`config.mk`:
```
export PLATFORM = sky130hd
export DESIGN_NAME = gicc_coord_unit
export DESIGN_NICKNAME = d
export VERILOG_FILES = /design/src/rtl/gicc_pkg.sv /design/src/rtl/gicc_coord_unit.sv
export SDC_FILE = /design/constraint.sdc
export NUM_CORES = 1
export LEC_CHECK = 0
export BUFFER_PORTS_ARGS = -buffer_cell sky130_fd_sc_hd__buf_2
export CAP_MARGIN = 20
export CORE_ASPECT_RATIO = 0.8
export CORE_MARGIN = 5
export CORE_UTILIZATION = 35
export CTS_BUF_LIST = sky130_fd_sc_hd__clkbuf_16
export CTS_CLUSTER_DIAMETER = 200
export DETAILED_ROUTE_END_ITERATION = 7
export PLACE_DENSITY_LB_ADDON = 0.08
export SLEW_MARGIN = 20
export SYNTH_ARGS = -nofsm -noshare
export SYNTH_HDL_FRONTEND = slang
export SYNTH_SLANG_ARGS = --single-unit
```
`constraint.sdc`:
```
create_clock -name clk -period 15.8 [get_ports clk]
set_clock_uncertainty 0.2 [all_clocks]
set_input_delay 1.58 -clock clk [delete_from_list [all_inputs] [get_ports clk]]
set_output_delay 1.58 -clock clk [all_outputs]
set_load 0.02 [all_outputs]
```
`src/rtl/gicc_pkg.sv`:
```
`default_nettype none
// ----------------------------------------------------------------------------
// gicc_pkg
// Shared types and constants of the grid index / coordinate converter.
// ----------------------------------------------------------------------------
package gicc_pkg;

	localparam int MAX_NODES_DEFAULT = 1024;

	localparam int IDX_W   = 30;
	localparam int NODE_W  = 10;
	localparam int CART_W  = 29;
	localparam int STEP_W  = 24;
	localparam int ORG_W   = 28;
	localparam int DIM_W   = 11;
	localparam int SQ_W    = 18;
	localparam int SR_W    = 7;

	localparam logic [IDX_W-1:0] INDEX_MAX = 30'h3FFF_FFFF;

	// Operation codes
	localparam logic OP_SPLIT = 1'b0;
	localparam logic OP_JOIN  = 1'b1;

	// Register indexes
	localparam logic [2:0] REG_GRID_WIDTH  = 3'd0;
	localparam logic [2:0] REG_GRID_HEIGHT = 3'd1;
	localparam logic [2:0] REG_STEP_X      = 3'd2;
	localparam logic [2:0] REG_STEP_Y      = 3'd3;
	localparam logic [2:0] REG_STEP_Z      = 3'd4;
	localparam logic [2:0] REG_ORIGIN_X    = 3'd5;
	localparam logic [2:0] REG_ORIGIN_Y    = 3'd6;
	localparam logic [2:0] REG_ORIGIN_Z    = 3'd7;

	// floor(n/100) = (n * RECIP) >> SHIFT, exact over the stated operand range
	localparam logic [24:0] RECIP_STEP = 25'd21474837; // n < 2^24
	localparam int          SHIFT_STEP = 31;
	localparam logic [17:0] RECIP_REM  = 18'd167773;   // n < 2^17
	localparam int          SHIFT_REM  = 24;

	localparam logic [SQ_W-1:0] SQ_RESET = 18'd10000;

	typedef struct packed {
		logic [SQ_W-1:0]         sq;     // step / 100
		logic [SR_W-1:0]         sr;     // step % 100
		logic signed [ORG_W-1:0] origin;
	} coord_cfg_t;

endpackage

`default_nettype wire

```
`src/rtl/gicc_coord_unit.sv`:
```
`default_nettype none
// ----------------------------------------------------------------------------
// gicc_coord_unit
// node * step rounded half to even to 1e-4 A, plus origin, saturated.
// ----------------------------------------------------------------------------
module gicc_coord_unit (
	input  wire logic                          clk,
	input  wire logic                          en,
	input  wire logic [gicc_pkg::NODE_W-1:0]   node,
	input  wire gicc_pkg::coord_cfg_t          cfg,
	output logic signed [gicc_pkg::CART_W-1:0] cart
);
	import gicc_pkg::*;

	localparam int A_W = NODE_W + SQ_W;
	localparam int B_W = 17;
	localparam int P_W = B_W + SQ_W;
	localparam int S_W = 31;

	logic [A_W-1:0] a_s1, a_s2;
	logic [B_W-1:0] b_s1, b_s2;
	logic [9:0]     bq_s2;
	logic [A_W:0]   q_s3;
	logic [SR_W-1:0] br_s3;

	logic [P_W-1:0] bprod;
	logic [B_W-1:0] bsub;
	logic           rnd;
	logic signed [S_W-1:0] sum;

	always_comb begin
		bprod = P_W'(b_s1) * P_W'(RECIP_REM);
		bsub  = b_s2 - B_W'(bq_s2) * B_W'(100);
		rnd   = (br_s3 > SR_W'(50)) || ((br_s3 == SR_W'(50)) && q_s3[0]);
		sum   = $signed(S_W'(q_s3)) + $signed(S_W'(rnd)) + S_W'(cfg.origin);
	end

	always_ff @(posedge clk) begin
		if (en) begin
			a_s1  <= A_W'(node) * A_W'(cfg.sq);
			b_s1  <= B_W'(node) * B_W'(cfg.sr);
			a_s2  <= a_s1;
			b_s2  <= b_s1;
			bq_s2 <= bprod[SHIFT_REM +: 10];
			q_s3  <= (A_W+1)'(a_s2) + (A_W+1)'(bq_s2);
			br_s3 <= bsub[SR_W-1:0];
			// clamp to the signed coordinate range
			if (sum > S_W'(268435455)) begin
				cart <= CART_W'(268435455);
			end else if (sum < -S_W'(268435456)) begin
				cart <= CART_W'(-S_W'(268435456));
			end else begin
				cart <= sum[CART_W-1:0];
			end
		end
	end

endmodule

`default_nettype wire

```
==> metrics list <==
* Status: finished clean
- Of the total synthesized cell area, the portion taken by XOR and XNOR cells is 5.47%.
* Largest area contributor in the netlist: sky130_fd_sc_hd__fa_1
- In this run the horizontal extent of the chip is 283 um.
* Post-route design area: 22600 um^2
- Library cell with the highest instance count after synthesis: sky130_fd_sc_hd__inv_1
- Post-layout minimum cycle time: 7.07 ns
- The max-slew violation total from the final report was 0.
- Number of enable-type register cells in the synthesized netlist: 155
- Netlist area before placement: 20800 um^2
* Final Cycle Share: 44.7%
- The via count of the first global-routing pass came to 14200.
- Aggregate global-route resource usage: 15.0%
- The die covers 64400 um^2.
- Routed via count divided by cell count: 4.64
- Critical Path Fanout Max: 25
* TritonCTS clock tree: yes
- The floorplan step defined a core boundary enclosing 59300 um^2.
- Number of antenna violations at the first check in global routing: 0
- HPWL after DPL: 38700 um
* Cell with the largest stage delay on the worst path: sky130_fd_sc_hd__fa_1
* Biggest cell delay along the critical path: 0.57 ns
* Setup slack after placement: 8.25 ns
* Total Negative Setup Slacks: 0 ns
- Once the clock tree was built, the resizer swapped 0 gates to a different size.
- STA puts the critical path data arrival time at 7.05 ns.
- Sequential cell area fraction in the yosys report: 22.4%
* Maximum number of pins on one net before global-route repair: 79
* Number of synthesis warnings: 0
- Pin placement for this block handled 94 I/O pins.
- Growth of design area from synthesis to finish: 8.64%
* Net count after synthesis: 2704
- After clock tree synthesis, the flow added hold-fix buffers numbering 0.
- The synthesized netlist devotes 8.42% of its cell area to compound gates.
- The signal on the critical path passes through buf_2 -> nand2_1 -> fa_1 -> inv_1 -> fa_1 -> inv_1 -> fa_1 -> inv_1 -> fa_1 -> inv_1 -> fa_1 -> inv_1 -> ha_1 -> inv_1 -> nor2_1 -> o2bb2ai_1 -> a31o_2 -> o211a_1 -> o31a_1 -> a21boi_0 -> o21ai_0 -> xor2_1.
- For this block, the initial DRC count from the detailed router was 559.
- The first detailed-routing pass took 5 iterations.
* Routability cong.: 0.848
* Count of unique library cells instantiated by Yosys: 62
* Initial cell density of the core: 35.1%
- For this run, asynchronously set or reset flops after synthesis account for 0%.
- Buffers inserted during clock tree synthesis total 17.
* Number of max-capacitance violations reported: 0
- Synthesis produced 2076 cells.
- The placed instances occupy a cell area of 22000 um^2.
* Clock H-tree levels: 4
* Global-route wire length before repair: 77700 um
* Clk buf depth: 2
- Most numerous cell on the critical path: sky130_fd_sc_hd__inv_1
- In this run the worst hold path is classified as register to register.
- Critical path data required time: 15.78 ns
- DR WL/cell: 16.0 um
- For the pin with the worst max-slew slack, the measured transition is 0.962 ns.
- The routed design has 47000 um of wire.
- Measured against its own limit, the worst slew margin works out to 35.9%.
* Final Worst Setup Slack: 8.73 ns
- Category of the worst setup path capture point: register
- Area fraction in and, or, nand and nor cells after synthesis: 11.3%
- Number of nets in the layout: 2767
- After synthesis, the share of cell area in mux cells is 0.0481%.
* Leading register cell type out of synthesis: sky130_fd_sc_hd__edfxtp_1
- Clock Sinks: 155
- In this run the post-CTS setup repair buffer count came out at 0.
* Synthesized-area fraction occupied by adder cells: 43.8%
- Clock latency on the worst-skew pair, taken at its later pin, is 0.43 ns.
- Clock tree root buffer cell: sky130_fd_sc_hd__clkbuf_16
* CP Class: input port to register
* DRC violation count after routing: 0
- STA classifies the critical path startpoint as an input port.
- Total gr overflow: 0
- Top cells by area, synth: sky130_fd_sc_hd__fa_1 27%, sky130_fd_sc_hd__edfxtp_1 22%, sky130_fd_sc_hd__ha_1 17%
- The routed layout has 13600 vias.
* Buffers added on ports: 93
* Share of layout cells above drive strength 1: 6.69%
- Final Hold Viols: 0
* Maximum achievable frequency: 141 MHz
* DRT antenna net count: 0
* Share of Yosys cell area claimed by the top area cell type: 26.6%
- Clock-pin slew of the registers on the worst-case setup and hold paths: 0.07 ns
- Number of setup violations in the final report: 0
- Flop and latch count out of synthesis: 155
* Num rows: 80
- By area, the combinational part of the netlist is dominated by adder cells.
- By count the netlist is led by 419 x sky130_fd_sc_hd__inv_1, 287 x sky130_fd_sc_hd__ha_1, 276 x sky130_fd_sc_hd__fa_1.
- The floorplan step set the die height to 228 um.
* Avg Synthesized Cell Area: 10.0 um^2
* Setup repair after global routing missed its margin: false
==> per-layer routing <==
metal	up-vias	global-route usage (%)	wire length [um]
met5	-	0	0
met4	0	1.67	212
met3	14	2.63	1950
met2	222	21.2	18800
met1	6534	24.5	26000
li1	6834	-	-
==> worst paths after layout <==
path	from	to	slack (ns)	cells after the start
worst max register to register	b_s1[2]	bq_s2[9]	8.84	20
worst min register to register	a_s1[8]	a_s2[8]	0.22	0
worst max-delay path	node[3]	a_s1[24]	8.73	22
worst min-delay path	a_s1[8]	a_s2[8]	0.22	0
==> worst max-delay path: cells and delay by family <==
family                     cells  cell delay, ns
adders and majority gates      6            2.94
AOI/OAI and AO/OA              6            1.33
buffers and inverters          7            0.79
and+or+nand+nor                2            0.23
xor gates and xnor gates       1            0.15
==> layout make-up <==
class	instances	area [um^2]
flip-flops and latches	155	4650
fillers	6054	36700
clock inverters	15	133
well taps	779	975
repair buffers	94	479
inverters	419	1570
clock buffers	17	425
diodes	1	2.50
multi-input cells	1452	14400
==> per-stage QoR <==
stage,hold slack (ns),instances,util [%]
floorplan,0.200,2076,-
global placement,0.205,2899,37.2
detailed placement,0.205,2899,37.2
CTS,0.222,2931,38.1
global route,0.226,2931,38.1
finish,0.217,2932,38.1
==> logic make-up after synthesis <==
group	after synthesis
adder cells (fa/ha/maj)	563
AND/OR/NAND/NOR	485
buffers and inverters	469
AO/OA/AOI/OAI	273
flip-flops	155
XOR/XNOR	130
multiplexers	1
==> registers in the layout, summed over array words and instances, names as in the netlist <==
| name | count |
|---|---|
| cart | 29 |
| a_s2 | 28 |
| br_s3 | 7 |
| bq_s2 | 10 |
| b_s1 | 17 |
| q_s3 | 29 |
| b_s2 | 7 |
| a_s1 | 28 |
==> layout by cell type, fill, tap and decap left out, drive strengths merged, types with 3 or more instances in the layout <==
master	instances
o211ai	13
a21boi	5
o31ai	3
xor2	45
o21a	11
a31oi	7
a211oi	8
nor3	23
clkinv	6
fa	276
inv	427
nand3b	3
o211a	3
nand2b	10
buf	94
nand4	9
xnor2	85
clkbuf	17
nor2	59
a31o	4
a21o	39
edfxtp	155
and3	24
nor2b	3
ha	287
nor4	4
o21bai	11
nand2	195
o21ai	66
or2	5
and2	113
nand3	33
a21oi	83
Power is not shown: default switching activity piles up to over one toggle a cycle in this logic, so the estimate is an artifact.
