$ cat src/rtl/gicc_div_cell.sv
`default_nettype none
// ----------------------------------------------------------------------------
// gicc_div_cell
// One restoring divide step: decides one quotient bit and passes on.
// ----------------------------------------------------------------------------
module gicc_div_cell #(
	parameter int RW  = 30,
	parameter int DW  = 21,
	parameter int QW  = 30,
	parameter int BIT = 0,
	parameter int PW  = 1
) (
	input  wire logic          clk,
	input  wire logic          arst_n,
	input  wire logic          en,
	input  wire logic          in_valid,
	input  wire logic [RW-1:0] in_rem,
	input  wire logic [QW-1:0] in_quot,
	input  wire logic [PW-1:0] in_pay,
	input  wire logic [DW-1:0] divisor,
	output logic               out_valid,
	output logic [RW-1:0]      out_rem,
	output logic [QW-1:0]      out_quot,
	output logic [PW-1:0]      out_pay
);
	localparam int CW = RW + DW;

	logic [CW-1:0] shifted;
	logic [CW-1:0] diff;
	logic          ge;
	logic [RW-1:0] rem_nx;
	logic [QW-1:0] quot_nx;

	always_comb begin
		shifted = CW'(divisor) << BIT;
		ge      = CW'(in_rem) >= shifted;
		diff    = CW'(in_rem) - shifted;
		rem_nx  = ge ? diff[RW-1:0] : in_rem;
		quot_nx = in_quot;
		quot_nx[BIT] = ge;
	end

	always_ff @(posedge clk or negedge arst_n) begin
		if (!arst_n) begin
			out_valid <= 1'b0;
		end else if (en) begin
			out_valid <= in_valid;
		end
	end

	always_ff @(posedge clk) begin
		if (en) begin
			out_rem  <= rem_nx;
			out_quot <= quot_nx;
			out_pay  <= in_pay;
		end
	end

endmodule

`default_nettype wire

$ cat config.mk
export PLATFORM = sky130hd
export DESIGN_NAME = gicc_div_cell
export DESIGN_NICKNAME = d
export VERILOG_FILES = /design/src/rtl/gicc_div_cell.sv
export SDC_FILE = /design/constraint.sdc
export NUM_CORES = 1
export LEC_CHECK = 0
export BUFFER_PORTS_ARGS = -buffer_cell sky130_fd_sc_hd__clkbuf_2
export CORE_MARGIN = 5
export CORE_UTILIZATION = 44
export DETAILED_ROUTE_END_ITERATION = 10
export GPL_ROUTABILITY_DRIVEN = 0
export GPL_TIMING_DRIVEN = 0
export HOLD_SLACK_MARGIN = 0.15
export PLACE_DENSITY = 0.75
export SYNTH_ARGS = -nofsm -noshare
export SYNTH_HDL_FRONTEND = slang
export SYNTH_SLANG_ARGS = --single-unit
$ cat constraint.sdc
create_clock -name clk -period 0.8 [get_ports clk]
set_input_delay 0.08 -clock clk [delete_from_list [all_inputs] [get_ports clk]]
set_output_delay 0.08 -clock clk [all_outputs]
set_load 0.01 [all_outputs]
==> results.yml, run 1 <==
layout:
  drive_above_1_share_pct: 46.3
  area_growth_pct: 63.7
  antenna_cells: 0
  layoutNonFillerInstCount: 657
  nets: 658
global_routing:
  antenna_found_initial: 0
  globalRoute.totalOverflow: 0
  grt_max_degree: 63
  grt_pass1_wl_um: 17500
  track_usage_pct: 22.5
  grt_pass1_vias: 3648
drt:
  wire_per_inst_um: 17.5
  first_iter_violations: 212
  drc: 0
  drtAntennaViolNets: 0
  wirelength_um: 11500
  drt-vias-per-instance: 5.28
  dr.pass1.iters: 5
  vias: 3470
clock_tree:
  htree_levels: 3
  clk_latency_ns: 0.34
  clkTransAtPathRegs_ns: 0.08
  clockBufferDepth: 2
  ctsRootBufferMaster: "clkbuf_8"
  cts_tree: "built"
  clock-sinks: 62
  cts_buffers: 9
timing:
  timing.fmax_ghz: 0.428
  setup_ws_ns: -1.54
  slew_viol_final: 0
  setup_viol: 94
  fin_crit_ns: 2.34
  hold_viol: 0
  rsz0062_at_grt: "yes"
  tightest_slew_ns: 0.695
  post-route-period-util_pct: 292
  clock_skew_ns: 0
  relSlewSlack_pct: 53.2
critical_path:
  worstPathRequired_ns: 0.90
  crit_chain: "clkbuf_16, inv_12, ha_4, inv_2, fa_2, a21o_1, nand3_2, a31oi_4, a311o_1, a211oi_4, buf_6, mux2_4"
  crit_arrival_ns: 2.44
  timing.critical_path.to_type: "flip-flop"
  crit_type: "primary input to flip-flop"
  critPathMaxFanout: 7
  start_kind: "primary input"
  critPathMaxStageDelay_ns: 0.40
  slowest_stage: "a311o_1"
power_and_ir_drop:
  irDropWorstVdd_v: 0.000932
  leakage_nw: 2.52
  power-per-cell-area_nw_per_um2: 1670
  finalPower_mw: 9.65
placement:
  dp_cells: 572
  place_ws_ns: -2.30
  port_buffers: 145
  post-dp-hpwl_um: 7330
die:
  rows: 32
  fp.dieH_um: 99.5
  dieWidth_um: 99.5
  start_util_pct: 45.3
  core_area_um2: 7770
  die-area_um2: 9890
  floorplan.io_pins: 148
status:
  status: "finished with violations"
  violations: "negative setup slack"
logic_synthesis:
  synth_top_area_share_pct: 52.0
  ys.flop_type: "edfxtp_1"
  synth_warnings: 0
  synth_enable_flop_cells: 61
  synth_top_area_cell: "edfxtp_1"
  synth_nets: 433
  netlist_instances: 325
  netlist_top_cells_count: "61 x edfxtp_1, 34 x nand2_1, 27 x inv_1"
  synth_seq_area_share_pct: 52.7
  async_reset_ff_share_pct: 1.61
  avgSynthCellArea_um2: 10.8
  synthTopCellsByArea: "edfxtp_1 52%, ha_1 7.5%, nand2_1 3.6%"
  synth.cell_area_um2: 3520
  ys_seq_elements: 62
  synth.most_common_cell: "edfxtp_1"
  yosys.cell_types.count: 48
hold_path:
  hp-class: "primary input to flip-flop"
run:
  cap_violations: 0
==> layout make-up <==
type                       instances  area, um2
sequential                        62       1860
clock buffer                       9        124
fill                             526       2000
buffer                             8       71.3
multi-input combinational        223       1890
tap                              102        128
clock inverter                     7       80.1
inverter                          28        120
timing repair buffer             218       1490
==> power breakdown <==
part	total, mW	leakage, nW	internal, mW	switching [mW]
registers	4.10	0.609	4.01	0.0973
logic	2.68	1.81	1.28	1.40
clock network	2.87	0.0968	1.48	1.39
total	9.65	2.52	6.76	2.89
==> placed cells by master (no fill, tap or decap), types with 4 or more instances in the layout <==
cell type        n
clkbuf_2       140
edfxtp_1        61
dlygate4sd3_1   50
inv_1           23
nand2_1         21
buf_4           16
a21oi_1         15
xor2_1          14
nor2_1          13
a21o_1          11
ha_1            11
o21ai_0         10
xnor2_1         10
clkbuf_8        10
o21ai_1          8
ha_4             8
buf_6            7
nand2_2          7
o21ai_2          7
nand2_4          6
nand3_1          6
nor3_1           6
nand4_1          5
nor3_2           4
==> registers in the layout, summed over array words and instances (netlist names) <==
name	count
out_quot	30
out_pay	1
out_valid	1
out_rem	30
==> cell families after synthesis <==
| logic type | synth area share, % |
|---|---|
| simple gates | 12.4 |
| compound gates | 14.9 |
| flops | 52.7 |
| buf+inv | 4.41 |
| xor+xnor | 5.97 |
| fa+ha+maj | 8.03 |
| mux | 1.56 |
==> per-stage QoR <==
step / TNS, ns / instance area (um2) / util (%) / hold slack, ns
after floorplan: -48.32 / 3650 / - / -0.216
after detailed placement: -87.89 / 4500 / 58.0 / -0.144
after CTS: -51.71 / 5600 / 72.1 / 0.0548
final: -52.06 / 5760 / 74.2 / 0.0616
after global placement: -115.69 / 4500 / 57.9 / -0.145
after global routing: -56.51 / 5760 / 74.2 / 0.0579
==> routing by layer <==
| layer | vias to the layer above | part of all wire [%] | global-route usage (%) |
|---|---|---|---|
| met5 | - | 0 | 0 |
| met4 | 0 | 5.1 | 11.1 |
| met3 | 56 | 7.4 | 4.63 |
| met2 | 180 | 50 | 39.1 |
| met1 | 1584 | 38 | 26.3 |
| li1 | 1650 | - | - |
==> worst max-delay path, delay by kind of cell <==
kind / cells / cell delay (ns)
and+or+nand+nor: 1 / 0.11
AOI/OAI and AO/OA: 4 / 1.03
adders and majority gates: 2 / 0.45
buffers and inverters: 4 / 0.44
muxes: 1 / 0.31
==> timing repair <==
action                                 in CTS  in global routing
setup endpoints to repair                 144                 94
gates resized for setup                    50                 51
cloned                                      3                  0
setup buffers                              17                  7
hold buffers                               49                  1
endpoints found under the hold margin      58                 11
pin swaps                                  24                 13
==> path summary, 6_finish.rpt <==
check	from	to	slack (ns)	depth (start not counted)
min in group asynchronous	arst_n	out_valid	0.57	3
min reg2reg	out_valid	out_valid	0.66	2
max in group asynchronous	arst_n	out_valid	0.13	3
max reg2reg	out_valid	out_valid	-0.10	2
max	in_rem[0]	out_rem[1]	-1.54	12
min	in_rem[27]	out_rem[27]	0.06	2
No activity file was read; power rests on OpenSTA's default activity.
==> inputs of run 2 (changes only) <==
Settings changed: SETUP_SLACK_MARGIN set to 0.1.
==> run 2 against run 1 <==
The run ends with negative hold slack, negative setup slack left. Largest power group unchanged. Core utilization is 2.5 points lower. Via count down 2.1%. Fmax about the same. Sequential cell count unchanged. Worst setup slack improved by 0.00090 ns.
==> results.yml, run 2 (same netlist as run 1, synthesis figures left out) <==
status:
  status: "finished with violations"
  violations: "negative hold slack, negative setup slack"
clock_tree:
  clockBufferDepth: 2
  cts_tree: "built"
  clock-sinks: 62
  clk_latency_ns: 0.33
  clkTransAtPathRegs_ns: 0.09
  cts_buffers: 9
  ctsRootBufferMaster: "clkbuf_8"
  htree_levels: 3
power_and_ir_drop:
  power-per-cell-area_nw_per_um2: 1710
  seqPwrFrac_pct: 43.0
  power_frac_comb_pct: 26.9
  p_clk_share_pct: 30.1
  leakage_nw: 2.44
  p_switching_mw: 2.87
  internal_power_mw: 6.67
  p_sw_share_pct: 30.1
  irDropWorstVdd_v: 0.000923
layout:
  area_growth_pct: 58.1
  layoutNonFillerInstCount: 643
  multiInputGateArea_um2: 1850
  antenna_cells: 0
  register_area_um2: 1860
  drive_above_1_share_pct: 47.0
  largestRegisters: "out_quot: 30 flops, out_rem: 30 flops"
  mostFrequentLayoutCell: "clkbuf_2"
  fillers: 554
  nets: 644
  layout_common_cells: "142 x clkbuf_2, 61 x edfxtp_1, 32 x dlygate4sd3_1"
drt:
  wl_met1_um: 4420
  dr.pass1.iters: 4
  wl_met3_um: 801
  vias: 3397
  first_iter_violations: 182
  highest_layer: "met4"
  drc: 0
  drt-vias-per-instance: 5.28
  drtAntennaViolNets: 0
  wire_per_inst_um: 17.5
  wirelength_um: 11200
  route.met2.wl_um: 5660
timing:
  post-route-period-util_pct: 292
  tightest_slew_ns: 0.856
  clock_skew_ns: 0
  holdWs_ns: -0.0155
  setup_viol: 94
  hold_viol: 1
  setup_ws_ns: -1.54
  rsz0062_at_grt: "yes"
  fin_crit_ns: 2.34
  relSlewSlack_pct: 42.4
  setup_tns_ns: -52.26
  timing.fmax_ghz: 0.428
  slew_viol_final: 0
die:
  start_util_pct: 45.3
  fp.dieH_um: 99.5
  core_area_um2: 7770
  die-area_um2: 9890
  floorplan.io_pins: 148
  rows: 32
  dieWidth_um: 99.5
critical_path:
  start_kind: "primary input"
  timing.critical_path.to_type: "flip-flop"
  critPathTopFamily: "compound AO/OA/AOI/OAI gates"
  critPathMaxStageDelay_ns: 0.40
  crit_chain: "clkbuf_16, inv_12, ha_4, inv_2, fa_2, a21o_1, nand3_2, a31oi_4, a311o_1, a211oi_4, buf_6, mux2_4"
  worstPathRequired_ns: 0.91
  worst-path-buf-inv: 4
  slowest_stage: "a311o_1"
  crit_type: "primary input to flip-flop"
  crit_arrival_ns: 2.44
  critPathMaxFanout: 7
placement:
  port_buffers: 145
  post-dp-hpwl_um: 7330
  dp_cells: 572
  place_ws_ns: -2.30
global_routing:
  grt_max_degree: 63
  antenna_found_initial: 0
  track_usage_pct: 21.6
  globalRoute.totalOverflow: 0
  grt_pass1_vias: 3477
  grt_pass1_wl_um: 16700
run:
  cap_violations: 0
hold_path:
  hp-class: "primary input to flip-flop"
run 2: cell types whose count changed in the layout (fill, tap and decap cells not counted), sizes merged:
cell | previous run | this run
buf | 30 | 32
dlygate4sd3 | 50 | 32
clkbuf | 155 | 157
run 2: routing by layer:
layer  global-route usage, %  vias to the layer above
met4                    9.56                        0
met5                       0                        -
met1                    25.4                     1561
met2                    37.8                      173
met3                    4.49                       32
li1                        -                     1631
run 2: power groups by stage:
stage / registers (mW) / clock network (mW) / logic [mW]
after floorplan: 4.37 / 0 / 0.993
after global placement: 4.17 / 0 / 2.01
after detailed placement: 4.17 / 0 / 2.05
after CTS: 4.10 / 2.92 / 2.39
after global routing: 4.13 / 3.08 / 2.76
final: 4.10 / 2.87 / 2.57
run 2: timing repair:
action | in CTS | in global routing
hold buffers | 32 | 1
gates cloned | 3 | 0
pin swaps | 24 | 14
setup endpoints to repair | 155 | 95
endpoints found under the hold margin | 58 | 28
resized for setup | 50 | 42
buffers inserted | 17 | 4
run 2: area by class of cell:
cell class / count / share of cell area (%)
Timing Repair Buffer: 201 / 23.7
Sequential cell: 62 / 33.4
Tap cell: 102 / 2.29
Inverter: 28 / 2.16
Clock inverter: 7 / 1.44
Multi-Input combinational cell: 223 / 33.3
Buffer: 11 / 1.60
Clock buffer: 9 / 2.23
run 2: per-stage QoR:
step           power (mW)  util (%)  area (um2)
2_1_floorplan        5.36         -        3650
3_3_place_gp         6.17      57.9        4500
3_5_place_dp         6.23      58.0        4500
4_1_cts              9.41      69.9        5430
5_1_grt              9.97      71.6        5570
6_report             9.53      71.6        5570
run 2: worst reg2reg max path, cell delays in order (launching register included):
cell and delay (ns):
dfrtp_1 0.40, buf_4 0.14, mux2_2 0.26
run 2: worst paths after layout:
path	endpoint	startpoint	slack, ns	cells after the start
max	out_rem[1]	in_rem[0]	-1.54	12
min	out_valid	in_valid	-0.02	2
max reg2reg	out_valid	out_valid	-0.11	2
min reg2reg	out_valid	out_valid	0.67	2
max in group asynchronous	out_valid	arst_n	0.09	3
min in group asynchronous	out_valid	arst_n	0.62	3
